## src/hw/rtl/ilst_pkg.sv

```systemverilog
// Shared types, codes and widths for the indexed list store.
package ilst_pkg;

    // Field widths of one command beat and one result beat
    localparam int OP_W  = 3;
    localparam int POS_W = 8;
    localparam int VAL_W = 32;
    localparam int ST_W  = 2;
    localparam int CNT_W = 9;

    // Default number of list entries
    localparam int DEF_CAPACITY = 256;

    typedef enum logic [OP_W-1:0] {
        OP_READ   = 3'd0,
        OP_FRONT  = 3'd1,
        OP_BACK   = 3'd2,
        OP_AT     = 3'd3,
        OP_DELETE = 3'd4
    } t_op;

    typedef enum logic [ST_W-1:0] {
        STAT_DONE  = 2'd0,
        STAT_RANGE = 2'd1,
        STAT_FULL  = 2'd2
    } t_status;

    typedef enum logic [1:0] {
        S_IDLE,
        S_EXEC,
        S_GATHER,
        S_REPLY
    } t_state;

    // Per-cycle command broadcast to every cell of the chain
    typedef struct packed {
        logic ins;
        logic del;
    } t_cell_ctl;

endpackage

```

## src/hw/rtl/ilst_cell.sv

```systemverilog
// One list cell: holds a single entry and shifts with its neighbors.
module ilst_cell #(
    parameter int IDX = 0,
    parameter int IW  = 8
) (
    input  logic                      i_clk,
    input  ilst_pkg::t_cell_ctl       i_ctl,
    input  logic [IW-1:0]             i_pos,
    input  logic [ilst_pkg::VAL_W-1:0] i_val,
    input  logic [ilst_pkg::VAL_W-1:0] i_prev,
    input  logic [ilst_pkg::VAL_W-1:0] i_next,
    output logic [ilst_pkg::VAL_W-1:0] o_val
);
    import ilst_pkg::*;

    localparam logic [IW-1:0] MY_IDX = IW'(IDX);

    logic [VAL_W-1:0] r_val;
    logic [VAL_W-1:0] n_val;

    // Pick the new entry: take the left neighbor above an insert point, the new
    // value at it, the right neighbor at or above a delete point, else hold
    always_comb begin
        n_val = r_val;
        if (i_ctl.ins) begin
            if (MY_IDX > i_pos) begin
                n_val = i_prev;
            end else if (MY_IDX == i_pos) begin
                n_val = i_val;
            end
        end else if (i_ctl.del) begin
            if (MY_IDX >= i_pos) begin
                n_val = i_next;
            end
        end
    end

    always_ff @(posedge i_clk) begin
        r_val <= n_val;
    end

    assign o_val = r_val;

endmodule

```

## config.mk

```make
export PLATFORM = sky130hd
export DESIGN_NAME = ilst_cell
export DESIGN_NICKNAME = d
export VERILOG_FILES = /design/src/hw/rtl/ilst_pkg.sv /design/src/hw/rtl/ilst_cell.sv
export SDC_FILE = /design/constraint.sdc
export NUM_CORES = 1
export LEC_CHECK = 0
export ABC_CLOCK_PERIOD_IN_PS = 5200
export BUFFER_PORTS_ARGS = -buffer_cell sky130_fd_sc_hd__buf_2
export CAP_MARGIN = 0
export CORE_AREA = 3 3 57 80
export DETAILED_ROUTE_END_ITERATION = 7
export DIE_AREA = 0 0 60 83
export PLACE_DENSITY = 0.82
export SETUP_SLACK_MARGIN = 0.4
export SLEW_MARGIN = 40
export SYNTH_ARGS = -nofsm -noshare
export SYNTH_HDL_FRONTEND = slang
export SYNTH_SLANG_ARGS = --single-unit
```

## constraint.sdc

```tcl
create_clock -name i_clk -period 5.2 [get_ports i_clk]
set_input_delay 0.78 -clock i_clk [delete_from_list [all_inputs] [get_ports i_clk]]
set_output_delay 0.78 -clock i_clk [all_outputs]
set_load 0.05 [all_outputs]
```

==> results.cfg <==
[synth]
syn_area_per_cell_sq_um = 21.5
synth_area_sq_um = 1520
yosys_warnings = 0
synth_seq_area_share_pct = 63.1
synth_top_area_share_pct = 63.1
ys_ff_latch = 32
synth_commonest_cells = edfxtp_1 (32), mux2_4 (29), buf_12 (3), mux2_2 (3), nor4_1 (2)
synth_cells = 71
synthArstFlopShare_pct = 0
yosysMostFrequentCell = edfxtp_1
synth_top_area_cell = edfxtp_1
syn_nets = 178
synthTopCellsByArea = edfxtp_1 (63%), mux2_4 (29%), buf_12 (3.9%)
synth-main-ff-cell = edfxtp_1
synth_edf_count = 32
ys_types = 7

[timing]
tightest_slew_ns = 0.559
slew_violations = 0
fin_crit_ns = 1.97
fmax_ghz = 0.507
finalSetupTns_ns = 0
maxSlewHeadroom_pct = 62.7
timing.final.hold_violations = 0
setup_viol = 0
hold_ws_ns = 0.798
grt_setup_unrepaired = no
fin_crit_sh_pct = 37.9

[status]
status = finished, final reports clean

[worst_setup_path]
cp_max_fo = 33
crit_arrival_ns = 1.90
required_ns = 5.12
cp-start-kind = input pin
path_cells = buf_2 -> buf_4 -> o211a_4
cpPeakStageDelay_ns = 0.54
crit_type = in2reg
critPathSlowestCell = o211a_4
endpoint_kind = flip-flop

[pwr]
powerDensity_nw_per_um2 = 251
total_leakage_power_nw = 1.01
vdd_drop_max_uv = 188

[cts]
ctsHoldBuffers = 0
cts.clk_slew.worst_paths_ns = 0.06
cts_max_level = 2
cts_tree = yes
cts_sinks = 32
clock_path_buffers = 2
postCtsSetupBuffers = 0
cts.repair.resized = 0
numCtsBuffers = 5
cts_root_buf = clkbuf_8

[floorplan]
die_y_um = 83
initial_core_util_pct = 38.9
dieArea_sq_um = 4980
io_pins = 139
core_area_sq_um = 3920
num_rows = 27
die_w_um = 60

[drt]
drt_wl_total_mm = 3.30
detail_route.first_pass.iterations = 4
drt-initial-drc-count = 7
ant_nets = 0
routed_via_density = 4.68
drc = 0
vias = 1053
route.detailed.wl_per_inst_um = 14.6

[worst_hold_path]
holdPathStages = 2
hp-class = in2reg

[global_routing]
grt_max_degree = 34
grt_pass1_wl_mm = 4.89
grt.total_usage_pct = 13.6
antenna_found_initial = 0
grt_overflow = 0
grt_pass1_vias = 1064

[finish]
nets = 288
fillCellCount = 343
antennaDiodeCount = 0
largest_reg_flops = 32
syn2layout_area_growth_pct = 39.9
drive_gt1_share_pct = 79.7

[placement]
port_buffers = 106
place_congestion = 0.749
dp_hpwl_mm = 2.61

[flow_run]
max-cap-violations = 0
==> critical path, delay by kind of cell <==
family          cells  cell delay [ns]
compound gates      1             0.54
buf+inv             2             0.53
==> path summary, 6_finish.rpt <==
| check | from | end |
|---|---|---|
| setup / recovery | i_ctl[1] | o_val[19] |
| hold / removal | i_next[30] | o_val[30] |
==> layout by cell type (no fill, tap or decap), drive strengths merged <==
cell type / instances
o211a: 1
clkinv: 1
buf: 107
edfxtp: 32
mux2: 32
nor4: 2
clkbuf: 7
==> stage by stage <==
stage	cells	setup WS [ns]	area, sq um	utilization [%]	total power [mW]
after CTS	225	2.93	2120	54.2	0.541
after floorplan	71	3.01	1520	-	0.338
after global routing	225	3.14	2130	54.4	0.559
after detailed placement	217	2.63	2040	52.2	0.364
final	225	3.23	2130	54.4	0.535
after global placement	217	2.41	2040	52.2	0.361
==> kinds of logic (layout without fill, tap and decap cells) <==
family / after synthesis / count (layout) / share of synthesized area, %
buffers and inverters: 4 / 115 / 4.68
multiplexers: 32 / 32 / 30.8
flip-flops: 32 / 32 / 63.1
AO/OA/AOI/OAI: 1 / 1 / 0.657
AND/OR/NAND/NOR: 2 / 2 / 0.821
==> final cells by class <==
type | instances | area (sq um) | share of cell area (%)
clock buffers | 7 | 76.3 | 3.58
clock inverters | 1 | 3.75 | 0.176
multi-input cells | 35 | 499 | 23.4
flip-flops and latches | 32 | 961 | 45.1
well taps | 43 | 53.8 | 2.52
repair buffers | 107 | 538 | 25.2
==> layer usage <==
metal | GRT usage [%] | vias up | part of all wire (%)
li1 | - | 498 | -
met1 | 14.1 | 488 | 32
met2 | 22.9 | 62 | 54
met3 | 6.38 | 5 | 12
met4 | 5.44 | 0 | 1.7
met5 | 0 | - | 0
==> report_power, final <==
group          internal, mW  total, mW  switching, mW
clock network        0.0929      0.177         0.0836
logic                0.0484     0.0715         0.0231
registers             0.287      0.287       0.000168
total                 0.428      0.535          0.107
No activity file was read; power rests on OpenSTA's default activity.
